==> src/rtl/core/ptha_pkg.sv <==
// Types, codes and score arithmetic shared by the probed hash table blocks.
// No dependencies.
package ptha_pkg;

   localparam logic OP_RETRIEVE = 1'b0;
   localparam logic OP_STORE    = 1'b1;

   localparam logic CSR_LOOKUP_ENABLE  = 1'b0;
   localparam logic CSR_MATE_THRESHOLD = 1'b1;

   localparam int   CSR_WIDTH          = 15;
   localparam logic LOOKUP_ENABLE_RST  = 1'b1;
   localparam logic [14:0] MATE_THRESHOLD_RST = 15'd30000;
   localparam int   REPL_WIDTH         = 15;

   typedef struct packed {
      logic               opcode;
      logic [63:0]        lookup_key;
      logic [5:0]         search_age;
      logic [7:0]         ply_distance;
      logic [7:0]         search_depth;
      logic signed [15:0] entry_score;
      logic [15:0]        entry_move;
      logic [1:0]         bound_flags;
   } req_type;

   typedef struct packed {
      logic               found;
      logic               deep_enough;
      logic signed [15:0] found_score;
      logic [15:0]        found_move;
      logic [1:0]         found_flags;
   } rsp_type;

   typedef struct packed {
      logic [63:0]        key;
      logic [5:0]         age;
      logic [7:0]         depth;
      logic [1:0]         flags;
      logic [15:0]        move;
      logic signed [15:0] score;
   } entry_type;

   typedef struct packed {
      logic                  match;
      logic                  deep;
      logic [REPL_WIDTH-1:0] repl_score;
   } eval_type;

   typedef struct packed {
      logic we;
      logic re;
   } mem_ctl_type;

   function automatic logic signed [15:0] adjust_score(
      input logic signed [15:0] score,
      input logic [14:0]        thr,
      input logic [7:0]         ply,
      input logic               away);
      logic signed [17:0] v;
      logic signed [17:0] t;
      logic signed [17:0] p;
      logic signed [17:0] r;
      v = {{2{score[15]}}, score};
      t = signed'({3'b000, thr});
      p = signed'({10'd0, ply});
      r = v;
      if (v > t) begin
         r = away ? v + p : v - p;
      end else if (v < -t) begin
         r = away ? v - p : v + p;
      end
      if (r > 18'sd32767) begin
         r = 18'sd32767;
      end else if (r < -18'sd32767) begin
         r = -18'sd32767;
      end
      return r[15:0];
   endfunction

endpackage

==> src/rtl/core/ptha_slot_eval.sv <==
// Shared slot evaluator: key match, depth check and replacement score.
// Depends on ptha_pkg.
module ptha_slot_eval
   import ptha_pkg::*;
(
   input  entry_type   slot,
   input  logic [63:0] key,
   input  logic [5:0]  age,
   input  logic [7:0]  depth,
   output eval_type    result
);

   logic [5:0] diff;
   logic [5:0] age_gap;
   logic [8:0] depth_part;

   always_comb begin
      diff = age - slot.age;
      priority if (diff == 6'd0) begin
         age_gap = 6'd0;
      end else if (age > slot.age) begin
         age_gap = diff;
      end else begin
         age_gap = diff - 6'd1;
      end
      depth_part        = 9'd256 - {1'b0, slot.depth};
      result.match      = (slot.key == key);
      result.deep       = (slot.depth >= depth);
      result.repl_score = REPL_WIDTH'({age_gap, 8'h00}) + REPL_WIDTH'(depth_part);
   end

endmodule

==> config.mk <==
export PLATFORM = sky130hd
export DESIGN_NAME = ptha_slot_eval
export DESIGN_NICKNAME = d
export VERILOG_FILES = /design/src/rtl/core/ptha_pkg.sv /design/src/rtl/core/ptha_slot_eval.sv
export SDC_FILE = /design/constraint.sdc
export NUM_CORES = 1
export LEC_CHECK = 0
export ABC_AREA = 1
export BUFFER_PORTS_ARGS = -buffer_cell sky130_fd_sc_hd__buf_2
export CORE_AREA = 4 4 85 87
export DETAILED_ROUTE_END_ITERATION = 12
export DIE_AREA = 0 0 89 91
export GPL_TIMING_DRIVEN = 0
export MAX_ROUTING_LAYER = met4
export PLACE_DENSITY = 0.72
export SLEW_MARGIN = 20
export SYNTH_ARGS = -nofsm -noshare
export SYNTH_HDL_FRONTEND = slang
export SYNTH_SLANG_ARGS = --single-unit
==> constraint.sdc <==
create_clock -name vclk -period 3.15
set_input_delay 0.4725 -clock vclk [all_inputs]
set_output_delay 0.4725 -clock vclk [all_outputs]
set_load 0.01 [all_outputs]
Word level (Yosys, flattened, before mapping)
Cells that the tools add are included.
- word-level logic and storage cells: 10
- bits of input ports: 190
- output and inout bits: 17
- flip-flop bits (word level): 0
- eq/ne operators: 1
- muxes and demuxes: 2
- reduce and logical (&&, ||, !) cells: 1
- magnitude comparators: 2
- $add $sub $neg: 4
- operators by type and width (kind ; number):
    $eq 64x64->1 ; 1
    $add 14x9->15 ; 1
    $mux 6 ; 2
    $sub 9x8->9 const A ; 1
    $ge 8x8->1 ; 1
    $gt 6x6->1 ; 1
    $logic_not 6->1 ; 1
    $sub 6x1->6 const B ; 1
    $sub 6x6->6 ; 1

Logic depth before layout (Yosys ltp)
Gate-level depths: netlist (run 1).
- depth in word-level cells: 5
- mapped depth: 18
- mapped depth without buffers: 18

Least setup slack after synthesis (run 1)
No wires, ideal clock.
- path type: input to output
- start point: in age[0]
- end point: out result[12] (netlist name)
- stages on the path: 15
- path slack: 0.030 ns
- arrival: 2.647 ns
- path through: inv_1 ha_1 inv_1 fa_1 inv_1 ha_1 inv_1 nor2_1 nand3_1 nor2_2 a21oi_1 ha_1 ha_1 nand3_2 xor2_1
- RTL lines (what ; line ; source):
    start: declaration ; ptha_slot_eval.sv:8 ; input logic [5:0] age,
    end: declaration ; ptha_slot_eval.sv:10 ; output eval_type result

==> results by group, run 1 <==
Outcome
  – Status: completed

Timing
  – Worst slew pin tran: 428 ps
  – Setup violators final: 0
  – Final hold violation count: 0
  – Fin. max-slew vios: 0
  – Fin crit period: 3070 ps
  – Relative slew slack: 71.2%
  – Fmax: 326 MHz
  – Final period util: 97.4%
  – RSZ-0062 raised after global routing: true

Yosys
  – Synth Area in Simple Gates: 44.2%
  – Post-Syn Area: 0.00192 mm2
  – Yosys cell types: 29
  – Avg Cell Area, Syn: 6.18 um2
  – Adder-Cell Fraction of Synth Area: 13.4%
  – Post-synthesis mux area share: 0%
  – Area contributors post-synth: xnor2_1, ha_1, nand2_1
  – Combinational family with the most area after synthesis: simple AND/OR/NAND/NOR gates
  – Yosys top cell area share: 21.9%
  – XOR/XNOR Fraction of Synth Area: 23.8%
  – Syn nets: 520
  – Dominant cell type by area after synthesis: xnor2_1
  – Syn Inst Count: 310
  – Yosys warning count: 0
  – Register area share after synthesis: 0%
  – Compound-cell area share of the yosys netlist: 6.46%

Pwr
  – Reg power frac: 0%
  – Gate power share: 100.0%
  – Clock power share: 0%
  – Static leakage: 1.66 nW
  – NetSw: 0.000256 W
  – Power Total: 0.000498 W
  – Sw frac: 51.4%
  – VDD IR max: 161 uV
  – P per Cell Area: 165 mW/mm2
  – Power Internal: 0.000242 W

Routing
  – Antenna-violating nets left: 0
  – DRC violations left: 0
  – DRT Pass-1 Iters: 4
  – Starting DRT DRC Count: 27
  – Via count: 2551
  – Detailed Route WL: 6770 um
  – Vias per inst: 4.51
  – Routed len/inst: 12.0 um

Placement
  – Gpl congestion: 0.910
  – Port Buffers: 173
  – Post-DP HPWL: 6340 um

Finish
  – Antenna cells: 0
  – NumNets Final: 701
  – Fillers: 648
  – Final Util: 47.5%
  – Area Overhead vs Synth: 57.3%
  – Sequential cell area: 0 um2
  – Clk_buf instances: 0
  – FFs & Latches: 0
  – Layout cells sized above 1: 50.1%

Min path
  – Min-Delay Path Class: input port to primary output

Die
  – Die width: 89 um
  – Die Footprint: 0.00810 mm2
  – I/O pin count: 207
  – Starting density of the core: 30.2%
  – Die height: 91 um
  – FP Rows: 29
  – Core ar.: 0.00635 mm2

Global route
  – Global-route wire length before repair: 10400 um
  – Total track usage: 15.9%
  – Initial antenna violation count: 0
  – Largest net degree at the start of global routing: 7
  – Grt total ovfl: 0
  – Vias in the first global route: 2555

Job
  – MaxCap Viol Count: 0

Worst setup path
  – Critical path, cell by cell: buf_6, inv_4, ha_4, inv_2, fa_2, inv_2, buf_4, ha_1, xor2_1, nand2_2, nand2_2, inv_2, nand2_2, nor3_2, nand3_1, nand2_1, buf_2
  – Worst EP required: 2680 ps
  – Critical Path Max Stage Delay: 530 ps
  – CP arrival: 2600 ps
  – Crit path launch type: input port
  – CP Max Fanout: 2
  – Worst Setup End Kind: primary output
  – Kind of critical path: input port to primary output
  – Crit path max-delay cell type: fa_2

Clock network
  – Post-CTS Hold Fix Bufs: 0
per-stage QoR:
step	setup slack, ps	std cells	instance area [um2]	setup TNS (ps)	hold WS [ps]
floorplan	30.3	310	1920	0	1030
CTS	-2.82	566	2990	-2.82	1250
global placement	-278	560	2880	-999	1250
finish	81.7	566	3020	0	1250
global route	-42.0	566	3020	-77.2	1270
detailed placement	-304	560	2880	-1160	1250
power groups by stage:
stage	clock network (W)	logic [W]	registers (W)
after global routing	0	0.000559	0
after global placement	0	0.000455	0
after CTS	0	0.000492	0
after floorplan	0	0.000287	0
final	0	0.000498	0
after detailed placement	0	0.000465	0
cell usage after synthesis, types with 3 or more instances:
library cell and instances:
nor2_1 11, nor3_2 3, nand2_1 59, nor4_1 4, nand4_1 20, inv_1 55
xnor2_1 48, nand3_1 20, xor2_1 4, nand3_2 4, inv_2 5, or2_2 17
nand2_4 3, o2111ai_1 5, a21oi_1 8, nor3_1 5, nand2_2 9, ha_1 19
worst paths after layout:
check | depth (start not counted) | endpoint | from
setup / recovery | 17 | result[13] | age[0]
hold / removal | 3 | result[4] | slot[38]
cell families (layout without fill, tap and decap cells):
| family | count (synthesis) | count (layout) |
|---|---|---|
| simple gates | 159 | 159 |
| buf+inv | 61 | 240 |
| xor+xnor | 52 | 52 |
| fa+ha+maj | 20 | 20 |
| compound gates | 18 | 18 |
layout by cell type, fill, tap and decap left out, drive strengths merged:
| master | instances |
|---|---|
| a21oi | 8 |
| or3b | 1 |
| o21ai | 2 |
| a21boi | 1 |
| nor3 | 9 |
| ha | 19 |
| nand4 | 20 |
| xor2 | 4 |
| nand2 | 71 |
| nor4 | 4 |
| nor2 | 13 |
| nand3 | 24 |
| a22oi | 1 |
| buf | 180 |
| or2 | 17 |
| fa | 1 |
| o21bai | 1 |
| o2111ai | 5 |
| xnor2 | 48 |
| inv | 60 |
cell type report:
cell class / instances / area (um2) / share of cell area [%]
Multi-Input combinational cell: 249 / 1760 / 58.4
Timing Repair Buffer: 179 / 923 / 30.6
Inverter: 60 / 228 / 7.55
Tap cell: 77 / 96.3 / 3.20
Buffer: 1 / 7.51 / 0.249
what timing repair did:
item / CTS / global route
setup buffers: 6 / 0
setup endpoints to repair: 6 / 4
pin swaps: 9 / 9
cloned: 0 / 0
resized for setup: 18 / 7
routing by layer:
layer / global-route usage (%) / routed length [um] / vias up
met5: - / 0 / -
met4: 2.11 / 107 / 0
met3: 1.63 / 512 / 8
met2: 30.8 / 3670 / 105
met1: 17.3 / 2490 / 1076
li1: - / - / 1362
worst max-delay path: cells and delay by family:
family	cells	cell delay, ps
adder cells (fa/ha/maj)	3	830
XOR/XNOR	1	170
buffers and inverters	7	540
AND/OR/NAND/NOR	6	570
(Power assumes the default switching activity.)
==> inputs of run 2 (changes only) <==
CORE_AREA = 2 2 83 85   (was 4 4 85 87)
DIE_AREA = 0 0 85 87   (was 0 0 89 91)
GPL_TIMING_DRIVEN = unset   (was 0)
==> results by group, run 2 (synthesis gave the netlist of run 1 again) <==
Outcome
  – Status: completed (unchanged)

Pwr
  – Power Internal: 0.000250 W (was 0.000242 W)
  – P per Cell Area: 170 mW/mm2 (was 165 mW/mm2)
  – Reg power frac: 0% (about the same)
  – Gate power share: 100.0% (about the same)
  – NetSw: 0.000266 W (was 0.000256 W)
  – Power Total: 0.000516 W (was 0.000498 W)
  – Static leakage: 1.67 nW (was 1.66 nW)
  – Sw frac: 51.5% (was 51.4%)
  – VDD IR max: 133 uV (was 161 uV)
  – Clock power share: 0% (about the same)

Die
  – Starting density of the core: 29.2% (was 30.2%)
  – FP Rows: 30 (was 29)
  – Die Footprint: 0.00740 mm2 (was 0.00810 mm2)
  – Core ar.: 0.00657 mm2 (was 0.00635 mm2)
  – I/O pin count: 207 (unchanged)
  – Die width: 85 um (was 89 um)
  – Die height: 87 um (was 91 um)

Worst setup path
  – Worst EP required: 2680 ps (about the same)
  – Kind of critical path: input port to primary output (unchanged)
  – Worst Setup End Kind: primary output (unchanged)
  – CP arrival: 2600 ps (about the same)
  – CP Max Fanout: 2 (unchanged)
  – Crit path launch type: input port (unchanged)

Finish
  – Antenna cells: 0 (unchanged)
  – Most common cell after layout, fill and taps aside: buf_2 (unchanged)
  – Post-Layout Cell Count: 571 (was 566)
  – Multi-input gate area: 0.00177 mm2 (was 0.00176 mm2)
  – Fillers: 675 (was 648)
  – NumNets Final: 703 (was 701)
  – Area Overhead vs Synth: 58.8% (was 57.3%)
  – FFs & Latches: 0 (unchanged)
  – Final Util: 46.3% (was 47.5%)
  – Layout cells sized above 1: 49.7% (was 50.1%)
  – Clk_buf instances: 0 (unchanged)
  – Commonest cells after routing, fill and taps aside: buf_2, nand2_1, inv_1 (unchanged)
  – Sequential cell area: 0 um2 (unchanged)

Job
  – MaxCap Viol Count: 0 (unchanged)

Routing
  – DRT Pass-1 Iters: 4 (unchanged)
  – Highest metal used: met4 (unchanged)
  – Routed len/inst: 12.4 um (was 12.0 um)
  – Detailed Route WL: 7080 um (was 6770 um)
  – Starting DRT DRC Count: 47 (was 27)
  – DRC violations left: 0 (unchanged)
  – Met2 routed WL: 3870 um (was 3670 um)
  – Antenna-violating nets left: 0 (unchanged)
  – WL met1: 2750 um (was 2490 um)
  – Met3 WL post-DR: 376 um (was 512 um)
  – Via count: 2591 (was 2551)
  – Vias per inst: 4.54 (was 4.51)

Placement
  – Port Buffers: 173 (unchanged)
  – Gpl congestion: 0.834 (was 0.910)
  – Post-DP HPWL: 6540 um (was 6340 um)
  – Place WS: -146 ps (was -304 ps)
  – Dpl cells: 569 (was 560)

Timing
  – Setup WS post-layout: 72.6 ps (was 81.7 ps)
  – Fin. max-slew vios: 0 (unchanged)
  – Relative slew slack: 71.2% (about the same)
  – Setup violators final: 0 (unchanged)
  – Final hold violation count: 0 (unchanged)
  – RSZ-0062 raised after global routing: true (unchanged)
  – Fmax: 325 MHz (was 326 MHz)
  – Worst slew pin tran: 429 ps (was 428 ps)
  – Fin crit period: 3080 ps (was 3070 ps)
  – Final period util: 97.7% (was 97.4%)

Global route
  – Grt total ovfl: 0 (unchanged)
  – Vias in the first global route: 2557 (was 2555)
  – Largest net degree at the start of global routing: 7 (unchanged)
  – Global-route wire length before repair: 10800 um (was 10400 um)
  – Total track usage: 18.0% (was 15.9%)
  – Initial antenna violation count: 0 (unchanged)

Min path
  – Min-Delay Path Class: input port to primary output (unchanged)

Clock network
  – Post-CTS Hold Fix Bufs: 0 (unchanged)
==> run 2: cell count changes in the layout (fill, tap and decap cells not counted), sizes merged <==
cell,previous run,this run
buf,180,182
==> run 2: metal layers <==
metal	vias to the layer above	track usage, %
li1	1365	-
met3	6	0.758
met4	0	1.88
met1	1112	21.2
met2	108	34.9
met5	-	-
==> run 2: metrics by stage <==
step,cell area [um2],TNS [ps],hold slack (ps)
after floorplan,1920,0,1030
after global placement,2930,-122,1160
after detailed placement,2930,-394,1160
after CTS,2990,-17.0,1160
after global routing,3040,-127,1180
final,3040,0,1170
==> run 2: timing repair <==
item                       in CTS  in global routing
buffers inserted                2                  0
gates resized for setup        14                 11
pin swaps                      10                  8
setup endpoints to repair       5                  5
==> run 2: critical path: stages <==
cell and delay [ps]:
buf_6 100, inv_4 50, ha_4 120, inv_4 30
fa_1 520, inv_2 60, ha_4 160, inv_2 40
nor2_2 30, nand3_1 90, nor2_2 50, a21oi_2 140
ha_4 180, nand3_4 80, inv_2 70, nand3_2 70
o21bai_1 140, nand2_1 60, buf_2 130
==> run 2: area by class of cell <==
cell class	count	area share, %
multi-input combinational	249	58.3
timing repair buffer	182	30.9
inverter	60	7.56
tap	80	3.29
==> run 2: worst paths after layout <==
| kind | from | endpoint | slack [ps] | depth (start not counted) |
|---|---|---|---|---|
| setup / recovery | age[0] | result[13] | 70 | 19 |
| hold / removal | slot[34] | result[0] | 1170 | 2 |
==> run 2: power groups by stage <==
stage | registers, W | clock network, W | logic (W)
after floorplan | 0 | 0 | 0.000287
after detailed placement | 0 | 0 | 0.000483
after global routing | 0 | 0 | 0.000576
after global placement | 0 | 0 | 0.000472
final | 0 | 0 | 0.000516
after CTS | 0 | 0 | 0.000500
==> inputs of run 3 (changes only) <==
CORE_AREA = 2 2 80 82   (was 2 2 83 85)
DIE_AREA = 0 0 82 84   (was 0 0 85 87)
PLACE_DENSITY = 0.77   (was 0.72)
==> results by group, run 3 (synthesis gave the netlist of run 1 again) <==
Pwr
  – Sw frac: 51.0% (was 51.5%)
  – P per Cell Area: 171 mW/mm2 (was 170 mW/mm2)
  – Reg power frac: 0% (about the same)
  – Clock power share: 0% (about the same)
  – Gate power share: 100.0% (about the same)
  – VDD IR max: 141 uV (was 133 uV)
  – Power Internal: 0.000256 W (was 0.000250 W)
  – NetSw: 0.000266 W (about the same)
  – Power Total: 0.000522 W (was 0.000516 W)
  – Static leakage: 1.67 nW (about the same)

Finish
  – NumNets Final: 704 (was 703)
  – Fillers: 625 (was 675)
  – Post-Layout Cell Count: 571 (unchanged)
  – Multi-input gate area: 0.00178 mm2 (was 0.00177 mm2)
  – Layout cells sized above 1: 49.6% (was 49.7%)
  – FFs & Latches: 0 (unchanged)
  – Area Overhead vs Synth: 59.5% (was 58.8%)
  – Sequential cell area: 0 um2 (unchanged)
  – Clk_buf instances: 0 (unchanged)
  – Commonest cells after routing, fill and taps aside: buf_2, nand2_1, inv_1 (unchanged)
  – Most common cell after layout, fill and taps aside: buf_2 (unchanged)

Global route
  – Grt total ovfl: 0 (unchanged)
  – Vias in the first global route: 2577 (was 2557)
  – Initial antenna violation count: 2 (was 0)
  – Largest net degree at the start of global routing: 7 (unchanged)
  – Total track usage: 20.4% (was 18.0%)
  – Global-route wire length before repair: 11000 um (was 10800 um)

Timing
  – Setup violators final: 0 (unchanged)
  – Setup TNS: 0 ps (unchanged)
  – RSZ-0062 raised after global routing: true (unchanged)
  – Setup WS post-layout: 72.3 ps (was 72.6 ps)
  – Worst slew pin tran: 385 ps (was 429 ps)
  – Fmax: 325 MHz (about the same)
  – Fin. max-slew vios: 0 (unchanged)
  – Fin crit period: 3080 ps (about the same)
  – Relative slew slack: 74.1% (was 71.2%)
  – Final hold violation count: 0 (unchanged)
  – Final period util: 97.7% (about the same)

Worst setup path
  – CP arrival: 2610 ps (was 2600 ps)
  – Crit path launch type: input port (unchanged)
  – Worst Setup End Kind: primary output (unchanged)
  – CP Max Fanout: 2 (unchanged)
  – Kind of critical path: input port to primary output (unchanged)
  – Worst EP required: 2680 ps (about the same)

Die
  – FP Rows: 29 (was 30)
  – Core ar.: 0.00610 mm2 (was 0.00657 mm2)
  – Die height: 84 um (was 87 um)
  – I/O pin count: 207 (unchanged)
  – Die Footprint: 0.00689 mm2 (was 0.00740 mm2)
  – Starting density of the core: 31.4% (was 29.2%)
  – Die width: 82 um (was 85 um)

Routing
  – Starting DRT DRC Count: 52 (was 47)
  – Routed len/inst: 12.2 um (was 12.4 um)
  – DRC violations left: 0 (unchanged)
  – Via count: 2626 (was 2591)
  – Antenna-violating nets left: 0 (unchanged)
  – Detailed Route WL: 6990 um (was 7080 um)
  – Vias per inst: 4.60 (was 4.54)
  – DRT Pass-1 Iters: 4 (unchanged)

Placement
  – Dpl cells: 567 (was 569)
  – Gpl congestion: 0.839 (was 0.834)
  – Post-DP HPWL: 6470 um (was 6540 um)
  – Port Buffers: 173 (unchanged)
  – Place WS: -78.1 ps (was -146 ps)

Min path
  – Hold-critical path depth: 2 (unchanged)
  – Min-Delay Path Class: input port to primary output (unchanged)

Job
  – MaxCap Viol Count: 0 (unchanged)

Outcome
  – Status: completed (unchanged)

Clock network
  – Post-CTS Hold Fix Bufs: 0 (unchanged)
==> run 3: changes by cell type in the layout (fill, tap and decap cells not counted), sizes merged <==
cell and change:
buf +1, diode +2
==> run 3: timing repair <==
action	CTS	global route
buffers inserted	3	0
gates resized for setup	12	12
endpoints found under the hold margin	0	0
pin swaps	11	7
setup endpoints to repair	2	6
==> run 3: layer usage <==
metal  vias up  GRT usage (%)  wire (um)
met4         0           2.27         45
met2       101           39.4       3780
met3         2          0.974        361
li1       1373              -          -
met1      1150           23.1       2800
met5         -              -          0
==> run 3: critical path: stages <==
cell and delay [ps]:
buf_6 90, inv_4 50, ha_4 120, inv_2 40, fa_1 510, inv_2 60, ha_4 160, inv_2 50
nor2_1 40, nand3_1 80, nor2_2 50, a21oi_2 140, ha_4 180, nand3_4 70, inv_2 70, nand3_2 70
o21bai_1 150, nand2_1 60, buf_2 130
==> run 3: power by group through the flow <==
stage,clock network (W),registers [W],logic (W)
5_1_grt,0.0000000000850,0,0.000588
6_report,0.0000000000850,0,0.000522
4_1_cts,0,0,0.000508
2_1_floorplan,0,0,0.000287
3_3_place_gp,0,0,0.000474
3_5_place_dp,0,0,0.000485
==> run 3: worst paths after layout <==
check  slack, ps      from    endpoint
max           70    age[0]  result[13]
min         1170  slot[34]   result[0]
==> run 3: stage by stage <==
stage / area, um2 / hold WS [ps] / util [%]
detailed placement: 2930 / 1170 / 48.1
CTS: 3000 / 1170 / 49.1
floorplan: 1920 / 1030 / -
global route: 3060 / 1180 / 50.1
global placement: 2930 / 1160 / 48.1
finish: 3060 / 1170 / 50.1
==> run 3: final cells by class <==
cell class / count / area share (%)
timing repair buffer: 183 / 31.0
tap: 77 / 3.15
multi-input combinational: 249 / 58.2
inverter: 60 / 7.45
antenna: 2 / 0.164
